### config.mk
export PLATFORM = sky130hd
export DESIGN_NAME = mmio_serial_port_registers_unit
export DESIGN_NICKNAME = d
export VERILOG_FILES = /design/src/rtl/msp_pkg.sv /design/src/rtl/msp_apb.sv /design/src/rtl/msp_core.sv /design/src/rtl/mmio_serial_port_registers_unit.sv
export SDC_FILE = /design/constraint.sdc
export NUM_CORES = 1
export LEC_CHECK = 0
export BUFFER_PORTS_ARGS = -buffer_cell sky130_fd_sc_hd__buf_2
export CORE_UTILIZATION = 33
export DETAILED_ROUTE_END_ITERATION = 10
export PLACE_DENSITY = 0.64
export SETUP_SLACK_MARGIN = 0.5
export SLEW_MARGIN = 20
export SYNTH_ARGS = -nofsm -noshare
export SYNTH_HDL_FRONTEND = slang
export SYNTH_SLANG_ARGS = --single-unit
### constraint.sdc
create_clock -name clk -period 5.23 [get_ports clk]
set_input_delay 0.523 -clock clk [delete_from_list [all_inputs] [get_ports clk]]
set_output_delay 0.523 -clock clk [all_outputs]
set_load 0.005 [all_outputs]
### src/rtl/msp_pkg.sv
// shared types, codes and helpers of the serial port register block
package msp_pkg;

  typedef enum logic [1:0] {
    REQ_READ     = 2'd0,
    REQ_WRITE    = 2'd1,
    REQ_RX_CHECK = 2'd2,
    REQ_NONE     = 2'd3
  } req_t;

  localparam logic [1:0] WORD_RX_STATUS = 2'd0;
  localparam logic [1:0] WORD_RX_DATA   = 2'd1;
  localparam logic [1:0] WORD_TX_STATUS = 2'd2;
  localparam logic [1:0] WORD_TX_DATA   = 2'd3;

  localparam int unsigned CFG_ADDR_W = 3;
  localparam logic        REG_SWAP   = 1'b0;

  localparam int unsigned IE_BIT   = 1;
  localparam logic        TX_READY = 1'b1;
  localparam logic [1:0]  OFFER_MAX = 2'd2;

  typedef struct packed {
    logic [1:0]  req_type;
    logic [1:0]  word_index;
    logic [31:0] write_data;
    logic        debug_access;
    logic [1:0]  rx_offered;
    logic [7:0]  rx_first;
    logic [7:0]  rx_second;
  } item_t;

  typedef struct packed {
    logic [31:0] read_data;
    logic        access_ok;
    logic [1:0]  rx_consumed;
    logic        tx_valid;
    logic [7:0]  tx_out;
    logic        rx_irq;
    logic        tx_irq;
    logic        rx_irq_changed;
    logic        tx_irq_changed;
    logic [31:0] bytes_taken;
  } result_t;

  typedef struct packed {
    logic       ready;
    logic [7:0] held;
    logic [1:0] used;
  } rx_work_t;

  function automatic logic [31:0] byte_reverse(logic [31:0] v);
    return {v[7:0], v[15:8], v[23:16], v[31:24]};
  endfunction

endpackage

### src/rtl/msp_apb.sv
// configuration register behind the apb-style port
module msp_apb (
  input  logic                            clk,
  input  logic                            rst,
  input  logic                            psel,
  input  logic                            penable,
  input  logic                            pwrite,
  input  logic [msp_pkg::CFG_ADDR_W-1:0]  paddr,
  input  logic [31:0]                     pwdata,
  output logic [31:0]                     prdata,
  output logic                            pready,
  output logic                            swap
);

  logic wr;

  assign pready = 1'b1;
  assign wr = psel && penable && pwrite && pready;

  always_ff @(posedge clk) begin
    if (rst) begin
      swap <= 1'b0;
    end else if (wr && paddr[msp_pkg::CFG_ADDR_W-1] == msp_pkg::REG_SWAP) begin
      swap <= pwdata[0];
    end
  end

  always_comb begin
    prdata = '0;
    if (paddr[msp_pkg::CFG_ADDR_W-1] == msp_pkg::REG_SWAP) begin
      prdata = {31'd0, swap};
    end
  end

endmodule

### src/rtl/msp_core.sv
// register state and the single-step access logic
module msp_core (
  input  logic             clk,
  input  logic             rst,
  input  logic             advance,
  input  logic             swap,
  input  msp_pkg::item_t   item,
  output msp_pkg::result_t result
);

  logic        rx_ready;
  logic        rx_enable;
  logic [7:0]  rx_byte_held;
  logic        tx_enable;
  logic        rx_line;
  logic        tx_line;
  logic [31:0] take_count;

  logic        rx_enable_next;
  logic        tx_enable_next;
  logic        rx_line_next;
  logic        tx_line_next;
  logic [31:0] take_count_next;

  msp_pkg::rx_work_t w;
  logic [1:0]  offer_n;
  logic [31:0] wd;
  logic [31:0] rdata;
  logic        ok;
  logic        txv;
  logic [7:0]  txb;

  function automatic msp_pkg::rx_work_t pull(msp_pkg::rx_work_t s, logic [1:0] n,
                                             logic [7:0] b0, logic [7:0] b1);
    msp_pkg::rx_work_t r;
    r = s;
    if (!s.ready && s.used < n) begin
      r.held  = s.used[0] ? b1 : b0;
      r.used  = s.used + 2'd1;
      r.ready = 1'b1;
    end
    return r;
  endfunction

  assign offer_n = (item.rx_offered > msp_pkg::OFFER_MAX) ? msp_pkg::OFFER_MAX
                                                          : item.rx_offered;
  assign wd = swap ? msp_pkg::byte_reverse(item.write_data) : item.write_data;

  always_comb begin
    w              = '{ready: rx_ready, held: rx_byte_held, used: 2'd0};
    rx_enable_next = rx_enable;
    tx_enable_next = tx_enable;
    rx_line_next   = rx_line;
    tx_line_next   = tx_line;
    rdata          = '0;
    ok             = 1'b1;
    txv            = 1'b0;
    txb            = '0;
    case (item.req_type)
      msp_pkg::REQ_READ: begin
        case (item.word_index)
          msp_pkg::WORD_RX_STATUS: begin
            w     = pull(w, offer_n, item.rx_first, item.rx_second);
            rdata = {30'd0, rx_enable, w.ready};
          end
          msp_pkg::WORD_RX_DATA: begin
            w = pull(w, offer_n, item.rx_first, item.rx_second);
            if (w.ready) begin
              rdata = {24'd0, w.held};
              if (!item.debug_access) begin
                w.ready = 1'b0;
              end
            end
            if (rx_enable) begin
              w = pull(w, offer_n, item.rx_first, item.rx_second);
            end
            rx_line_next = rx_enable & w.ready;
          end
          msp_pkg::WORD_TX_STATUS: begin
            rdata = {30'd0, tx_enable, msp_pkg::TX_READY};
          end
          default: begin
            ok = 1'b0;
          end
        endcase
        if (swap) begin
          rdata = msp_pkg::byte_reverse(rdata);
        end
      end
      msp_pkg::REQ_WRITE: begin
        case (item.word_index)
          msp_pkg::WORD_RX_STATUS: begin
            rx_enable_next = wd[msp_pkg::IE_BIT];
            if (rx_enable_next) begin
              w = pull(w, offer_n, item.rx_first, item.rx_second);
            end
            rx_line_next = rx_enable_next & w.ready;
          end
          msp_pkg::WORD_TX_STATUS: begin
            tx_enable_next = wd[msp_pkg::IE_BIT];
            tx_line_next   = tx_enable_next;
          end
          msp_pkg::WORD_TX_DATA: begin
            txv          = 1'b1;
            txb          = wd[7:0];
            tx_line_next = tx_enable;
          end
          default: begin
            ok = 1'b0;
          end
        endcase
      end
      msp_pkg::REQ_RX_CHECK: begin
        if (rx_enable) begin
          w = pull(w, offer_n, item.rx_first, item.rx_second);
        end
        rx_line_next = rx_enable & w.ready;
      end
      default: begin
        ok = 1'b0;
      end
    endcase
  end

  assign take_count_next = take_count + {30'd0, w.used};

  always_comb begin
    result.read_data      = rdata;
    result.access_ok      = ok;
    result.rx_consumed    = w.used;
    result.tx_valid       = txv;
    result.tx_out         = txb;
    result.rx_irq         = rx_line_next;
    result.tx_irq         = tx_line_next;
    result.rx_irq_changed = rx_line_next ^ rx_line;
    result.tx_irq_changed = tx_line_next ^ tx_line;
    result.bytes_taken    = take_count_next;
  end

  always_ff @(posedge clk) begin
    if (rst) begin
      rx_ready     <= 1'b0;
      rx_enable    <= 1'b0;
      rx_byte_held <= '0;
      tx_enable    <= 1'b0;
      rx_line      <= 1'b0;
      tx_line      <= 1'b0;
      take_count   <= '0;
    end else if (advance) begin
      rx_ready     <= w.ready;
      rx_enable    <= rx_enable_next;
      rx_byte_held <= w.held;
      tx_enable    <= tx_enable_next;
      rx_line      <= rx_line_next;
      tx_line      <= tx_line_next;
      take_count   <= take_count_next;
    end
  end

endmodule

### src/rtl/mmio_serial_port_registers_unit.sv
// top level of the memory-mapped serial port register block
//
//   channel | signals                          | direction
//   in      | in_valid / in_ready + item ports | beat into the block
//   out     | out_valid / out_ready + results  | beat out of the block
//   cfg     | psel penable pwrite paddr ...    | register writes and reads
//
// one beat per cycle sustained while the out channel is ready; a beat passes through the input
// register, then one combinational step into the result register
// the state registers update when a beat moves from the input to the result register
// a stalled out channel holds the result and stops that move; the input register still
// takes one more beat. rst is synchronous and clears state, flags and both valids
module mmio_serial_port_registers_unit (
  input  logic                           clk,
  input  logic                           rst,
  input  logic                           in_valid,
  output logic                           in_ready,
  input  logic [1:0]                     req_type,
  input  logic [1:0]                     word_index,
  input  logic [31:0]                    write_data,
  input  logic                           debug_access,
  input  logic [1:0]                     rx_offered,
  input  logic [7:0]                     rx_first,
  input  logic [7:0]                     rx_second,
  output logic                           out_valid,
  input  logic                           out_ready,
  output logic [31:0]                    read_data,
  output logic                           access_ok,
  output logic [1:0]                     rx_consumed,
  output logic                           tx_valid,
  output logic [7:0]                     tx_out,
  output logic                           rx_irq,
  output logic                           tx_irq,
  output logic                           rx_irq_changed,
  output logic                           tx_irq_changed,
  output logic [31:0]                    bytes_taken,
  input  logic                           psel,
  input  logic                           penable,
  input  logic                           pwrite,
  input  logic [msp_pkg::CFG_ADDR_W-1:0] paddr,
  input  logic [31:0]                    pwdata,
  output logic [31:0]                    prdata,
  output logic                           pready
);

  msp_pkg::item_t   item;
  logic             item_valid;
  msp_pkg::result_t step;
  msp_pkg::result_t res;
  logic             advance;
  logic             swap;

  assign advance  = item_valid && (!out_valid || out_ready);
  assign in_ready = !item_valid || advance;

  always_ff @(posedge clk) begin
    if (rst) begin
      item_valid <= 1'b0;
    end else begin
      item_valid <= (in_valid && in_ready) || (item_valid && !advance);
    end
  end

  always_ff @(posedge clk) begin
    if (in_valid && in_ready) begin
      item <= '{req_type: req_type, word_index: word_index, write_data: write_data,
                debug_access: debug_access, rx_offered: rx_offered,
                rx_first: rx_first, rx_second: rx_second};
    end
  end

  msp_apb u_apb (
    .clk     (clk),
    .rst     (rst),
    .psel    (psel),
    .penable (penable),
    .pwrite  (pwrite),
    .paddr   (paddr),
    .pwdata  (pwdata),
    .prdata  (prdata),
    .pready  (pready),
    .swap    (swap)
  );

  msp_core u_core (
    .clk     (clk),
    .rst     (rst),
    .advance (advance),
    .swap    (swap),
    .item    (item),
    .result  (step)
  );

  always_ff @(posedge clk) begin
    if (rst) begin
      out_valid <= 1'b0;
    end else begin
      out_valid <= advance || (out_valid && !out_ready);
    end
  end

  always_ff @(posedge clk) begin
    if (advance) begin
      res <= step;
    end
  end

  assign read_data      = res.read_data;
  assign access_ok      = res.access_ok;
  assign rx_consumed    = res.rx_consumed;
  assign tx_valid       = res.tx_valid;
  assign tx_out         = res.tx_out;
  assign rx_irq         = res.rx_irq;
  assign tx_irq         = res.tx_irq;
  assign rx_irq_changed = res.rx_irq_changed;
  assign tx_irq_changed = res.tx_irq_changed;
  assign bytes_taken    = res.bytes_taken;

endmodule

==> metrics.csv, run 1 <==
stage,metric,value,unit
critical_path,r2r_slack,0.97,ns
die,ios,212,
yosys,synth_mux_area_share,4.15,%
critical_path,worstPathArrival,4.43,ns
critical_path,criticalPathCategory,reg2reg,
grt,antenna_found_initial,0,
min_path,hold_path.class,in2reg,
critical_path,critPathMaxFanout,17,
min_path,holdPathEnd,item[50],
detailed_routing,drc,0,
place,gp_congestion,0.812,
die,core,20300,um^2
grt,grt_pass1_wl,20900,um
yosys,yosys.area_share.simple,14.3,%
timing,post-route-min-period,4.26,ns
critical_path,startpoint,item[16],
place,place.detailed.hpwl,8990,um
yosys,synth_top_area_share,45.2,%
timing,period_share,81.4,%
yosys,synth_common_cells,"edfxtp_1 (103), nor2_1 (85), buf_4 (49)",
yosys,yosys.cell_types.count,54,
cells_and_area,layout-drive-gt1-share,23.5,%
power_and_ir_drop,power.density,329,nW/um^2
clock_tree,post_cts_resized,0,
timing,maxSlewHeadroom,30.1,%
min_path,holdPathStages,1,
timing,max_freq,0.235,GHz
yosys,yosysSeqAreaShare,59.3,%
min_path,hold_start,write_data[31],
die,start_util,33.7,%
cells_and_area,fillers,2015,
detailed_routing,dr.pass1.iters,4,
power_and_ir_drop,leakage,3.08,nW
yosys,synth_edf_count,103,
critical_path,end_kind,register,
yosys,synth_most_common_cell,edfxtp_1,
yosys,synth-seq-cells,151,
place,placedInstanceArea,7500,um^2
detailed_routing,drtIter0Drc,220,
cells_and_area,final_area,8060,um^2
run,drv_cap,0,
cells_and_area,syn_to_final_growth,17.8,%
clock_tree,cts_buffer_depth,2,
die,rows,52,
critical_path,r2r-start,item[16],
yosys,synth_largest_area_cell,edfxtp_1,
timing,setup_tns,0,ns
yosys,async_flop_share,0,%
grt,track_usage,12.6,%
clock_tree,cts_buffers,17,
status,outcome,"complete, no violations",
grt,first_global_vias,4108,
clock_tree,cts.sinks,151,
die,dieArea,21300,um^2
clock_tree,path_clk_slew,0.07,ns
clock_tree,h-tree-depth,4,
timing,tightestPinTransition,1.05,ns
cells_and_area,nets,806,
clock_tree,cts_setup_buffers,0,
critical_path,critPathRequiredTime,5.40,ns
clock_tree,worstSkewPairLatency,0.42,ns
yosys,synth_area_leaders,"edfxtp_1 (45%), dfxtp_1 (14%), buf_4 (5.4%)",
critical_path,r2r_end,bytes_taken[16],
power_and_ir_drop,irDropWorstVdd,0.210,mV
yosys,synth_xor_area_share,7.04,%
critical_path,r2r_cells,14,
timing,slew_violations,0,
yosys,syn_inst,589,
detailed_routing,wl,13000,um
die,die_y,146,um
yosys,synth_adder_area_share,0.988,%
die,die_x,146,um
clock_tree,ctsHoldBuffers,0,
timing,finalHoldViolations,0,
timing,grt_setup_unrepaired,no,
yosys,netlist_area,6840,um^2
place,dp_cells,956,
place,io_buffers,114,
cells_and_area,diodes,0,
yosys,synth_area_per_cell,11.6,um^2
yosys,yosysWarnings,0,
yosys,synth_top_family_by_area,simple AND/OR/NAND/NOR gates,
cells_and_area,stdcell_count,988,
detailed_routing,via_count,4396,
timing,final-setup-viol-count,0,
timing,skew,0.00818,ns
clock_tree,cts_root_buf,clkbuf_16,
clock_tree,cts_tree,yes,
yosys,synth-compound-area-share,6.24,%
detailed_routing,ant_nets,0,
critical_path,cp-start-kind,register,
grt,grt_overflow,0,
timing,holdWs,0.273,ns
detailed_routing,viasPerCell,4.45,
detailed_routing,wl_per_cell,13.1,um
grt,grt_max_degree,50,
yosys,synth_ff_type,edfxtp_1,
==> metrics by stage <==
step | util (%) | power [W] | setup WS [ns]
2_1_floorplan | - | 0.00149 | 1.40
3_3_place_gp | 36.9 | 0.00153 | 0.982
3_5_place_dp | 36.9 | 0.00153 | 0.924
4_1_cts | 39.7 | 0.00270 | 0.890
5_1_grt | 39.7 | 0.00276 | 0.597
6_report | 39.7 | 0.00265 | 0.971
==> registers in the layout, indices dropped and copies added, names as in the netlist, 2 cells and up <==
| signal | cells |
|---|---|
| item | 39 |
| bytes_taken | 32 |
| u_core.take_count | 32 |
| read_data | 16 |
| tx_out | 8 |
| u_core.rx_byte_held | 8 |
| rx_consumed | 2 |
==> cell usage in the layout (no fill, tap or decap), types with 18 or more instances in the layout <==
master	count
inv_1	18
dfxtp_1	48
edfxtp_1	103
mux2i_1	25
buf_2	114
xor2_1	29
conb_1	48
nand2_1	34
xnor2_1	26
nor2_1	85
==> critical path, cell delays in order, from the launching register on <==
cell	delay, ns
edfxtp_1	0.46
o21bai_2	0.16
buf_4	0.30
inv_1	0.10
ha_1	0.31
o21ai_0	0.08
a21o_1	0.17
a21oi_1	0.32
ha_1	0.24
inv_1	0.06
fa_1	0.40
nand3b_2	0.34
nor4_1	0.70
nand3_1	0.18
xnor2_1	0.17
==> worst max-delay path by stage <==
stage,cells after the start,slack (ns),to
after floorplan,15,1.40,bytes_taken[16]
after global placement,14,0.98,bytes_taken[16]
after detailed placement,14,0.92,bytes_taken[16]
after CTS,14,0.89,bytes_taken[16]
after global routing,15,0.60,u_core.take_count[26]
final,14,0.97,bytes_taken[16]
==> layout make-up <==
cell class	count	area [um^2]	area share, %
sequential	151	4050	50.3
clock buffer	17	425	5.28
multi-input combinational	396	2420	30.0
timing repair buffer	120	616	7.64
tap	270	338	4.19
clock inverter	15	130	1.62
inverter	19	72.6	0.901
==> where the power goes <==
group | internal, W | total, W | switching (W)
Combinational | 0.0000597 | 0.000150 | 0.0000908
Sequential | 0.00133 | 0.00135 | 0.0000222
Clock | 0.000626 | 0.00115 | 0.000527
==> cells by family after synthesis <==
family,after synthesis
AOI/OAI and AO/OA,63
xor gates and xnor gates,55
adders and majority gates,5
buffers and inverters,88
DFF,151
muxes,28
other,2
and+or+nand+nor,197
==> layer usage <==
metal / up-vias / wire, um / global-route usage, %
li1: 2225 / - / -
met1: 2016 / 5870 / 15.8
met2: 140 / 6320 / 21.1
met3: 15 / 564 / 2.57
met4: 0 / 218 / 5.53
met5: - / 0 / 0
No activity file was read; power rests on OpenSTA's default activity.
==> run 2, diff against run 1 <==
clock period = 4.39 ns   (was 5.23 ns; I/O delays follow)
==> run 2 against run 1 <==
Net effect: final cell count increased by 0.51%; critical endpoint is now bytes_taken[22]; clock power increased by 27%; die area unchanged; highest routed layer unchanged; sequential cell count unchanged.
==> metrics.csv, run 2 (synthesized netlist as in run 1, its figures left out) <==
stage,metric,value,unit,change
status,outcome,"complete, no violations",,
critical_path,critPathRequiredTime,4.55,ns,-0.85 ns
grt,antenna_found_initial,0,,unchanged
cells_and_area,layout-drive-gt1-share,24.5,%,+0.94 points
detailed_routing,dr.pass1.iters,4,,unchanged
power_and_ir_drop,internal_power,0.00250,W,+24%
detailed_routing,ant_nets,0,,unchanged
timing,maxSlewHeadroom,32.6,%,+2.5 points
grt,grt_max_degree,50,,unchanged
detailed_routing,drtIter0Drc,219,,-0.45%
power_and_ir_drop,irDropWorstVdd,0.230,mV,+9.4%
detailed_routing,wl_per_cell,13.1,um,about the same
place,place.detailed.hpwl,9020,um,+0.33%
critical_path,r2r-start,item[54],,
detailed_routing,wl,13100,um,+0.55%
cells_and_area,seqCellArea,4050,um^2,unchanged
power_and_ir_drop,p_sw_share,22.8,%,-1.3 points
clock_tree,cts_root_buf,clkbuf_16,,
timing,grt_setup_unrepaired,no,,
clock_tree,ctsHoldBuffers,0,,unchanged
detailed_routing,drc,0,,unchanged
power_and_ir_drop,power.density,398,nW/um^2,+21%
critical_path,end_kind,register,,
cells_and_area,multi_input_area,2450,um^2,+1.2%
timing,tightestPinTransition,1.01,ns,-0.0378 ns
grt,track_usage,12.6,%,-0.045 points
power_and_ir_drop,pwr-share-clk,44.9,%,+1.4 points
clock_tree,worstSkewPairLatency,0.41,ns,about the same
cells_and_area,syn_to_final_growth,19.2,%,
critical_path,r2r_cells,13,,-1
cells_and_area,nets,811,,+0.62%
grt,grt_pass1_wl,20700,um,-0.79%
critical_path,cp-start-kind,register,,
place,gp_congestion,0.836,,+3.0%
cells_and_area,largest_register_ffs,39,,unchanged
timing,setup_tns,0,ns,unchanged
critical_path,r2r_slack,0.79,ns,-0.19 ns
die,die_x,146,um,unchanged
critical_path,criticalPathCategory,reg2reg,,
timing,slew_violations,0,,unchanged
power_and_ir_drop,leakage,3.14,nW,+2.0%
die,dieArea,21300,um^2,unchanged
cells_and_area,final_common_cell,buf_2,,
critical_path,worstPathArrival,3.76,ns,-0.67 ns
timing,skew,0.00784,ns,-0.000336 ns
clock_tree,cts.sinks,151,,unchanged
critical_path,critPathMaxFanout,13,,-4
timing,period_share,82.1,%,+0.67 points
die,rows,52,,unchanged
cells_and_area,final_cell_mix,"buf_2 (114), edfxtp_1 (103), nor2_1 (85)",,
detailed_routing,via_count,4416,,+0.45%
die,ios,212,,unchanged
clock_tree,cts_tree,yes,,
cells_and_area,stdcell_count,993,,+0.51%
die,start_util,33.7,%,unchanged
timing,holdWs,0.195,ns,-0.0781 ns
timing,max_freq,0.277,GHz,+18%
critical_path,startpoint,item[54],,
cells_and_area,fillers,1981,,-1.7%
run,drv_cap,0,,unchanged
cells_and_area,fin_util,40.2,%,+0.49 points
grt,grt_overflow,0,,unchanged
place,dp_cells,958,,+0.21%
detailed_routing,viasPerCell,4.45,,about the same
power_and_ir_drop,p_seq_share,49.6,%,-1.2 points
clock_tree,cts_buffers,17,,unchanged
grt,first_global_vias,4005,,-2.5%
die,die_y,146,um,unchanged
min_path,hold_path.class,in2reg,,
critical_path,critical_path.endpoint,bytes_taken[22],,
cells_and_area,regMostFlops,item,,
clock_tree,cts_buffer_depth,2,,unchanged
power_and_ir_drop,p_comb_share,5.6,%,about the same
clock_tree,path_clk_slew,0.06,ns,about the same
critical_path,r2r_end,bytes_taken[22],,
power_and_ir_drop,p_sw,0.000739,W,+16%
clock_tree,h-tree-depth,4,,unchanged
timing,post-route-min-period,3.60,ns,-0.655 ns
die,core,20300,um^2,unchanged
place,io_buffers,114,,unchanged
timing,final-setup-viol-count,0,,unchanged
timing,finalHoldViolations,0,,unchanged
cells_and_area,diodes,0,,unchanged
==> run 2: metrics by stage <==
step	power [W]	area [um^2]	setup WS, ns
3_5_place_dp	0.00182	7510	0.449
4_1_cts	0.00329	8120	0.562
6_report	0.00324	8150	0.786
5_1_grt	0.00337	8150	0.559
2_1_floorplan	0.00177	7010	0.562
3_3_place_gp	0.00182	7510	0.452
==> run 2: what timing repair did <==
item,CTS,global route
pin swaps,1,1
setup endpoints to repair,7,21
hold endpoints to repair,0,0
setup buffers,2,1
gates resized for setup,0,5
==> run 2: routing by layer <==
layer | track usage (%) | wire, um | vias to the layer above
met3 | 2.54 | 468 | 16
li1 | - | - | 2227
met2 | 20.5 | 6210 | 118
met4 | 5.84 | 246 | 0
met5 | 0 | 0 | -
met1 | 16.1 | 6120 | 2055
==> run 2: how the worst min path moves through the flow <==
| stage | endpoint | start | slack, ns | depth (start not counted) |
|---|---|---|---|---|
| 2_1_floorplan | u_core.take_count[0] | u_core.take_count[0] | 0.44 | 2 |
| 3_3_place_gp | u_core.take_count[0] | u_core.take_count[0] | 0.45 | 2 |
| 3_5_place_dp | u_core.take_count[0] | u_core.take_count[0] | 0.46 | 2 |
| 4_1_cts | item[23] | write_data[4] | 0.18 | 1 |
| 5_1_grt | item[26] | write_data[7] | 0.17 | 1 |
| 6_report | item[19] | write_data[0] | 0.19 | 1 |
==> run 2: worst max-delay path: stages (launching register included) <==
cell and delay [ns]:
edfxtp_1 0.57, or2_2 0.40, nor3_1 0.27, a21oi_1 0.13
a21oi_2 0.24, ha_1 0.22, inv_1 0.05, fa_1 0.41
nand3b_4 0.24, nor3_4 0.26, buf_4 0.16, and2_1 0.17
nand2_1 0.08, xnor2_1 0.14
==> run 2: power by group through the flow <==
stage,combinational (W),sequential [W],clock (W)
3_3_place_gp,0.000180,0.00164,0
6_report,0.000180,0.00161,0.00146
3_5_place_dp,0.000182,0.00164,0
4_1_cts,0.000183,0.00161,0.00150
5_1_grt,0.000202,0.00161,0.00155
2_1_floorplan,0.000136,0.00163,0
==> run 2: final cells by class <==
cell class | instances | share of cell area [%]
Sequential cell | 151 | 49.7
Multi-Input combinational cell | 396 | 30.0
Timing Repair Buffer | 125 | 8.01
Clock buffer | 18 | 5.26
Tap cell | 270 | 4.14
Clock inverter | 14 | 1.95
Inverter | 19 | 0.890
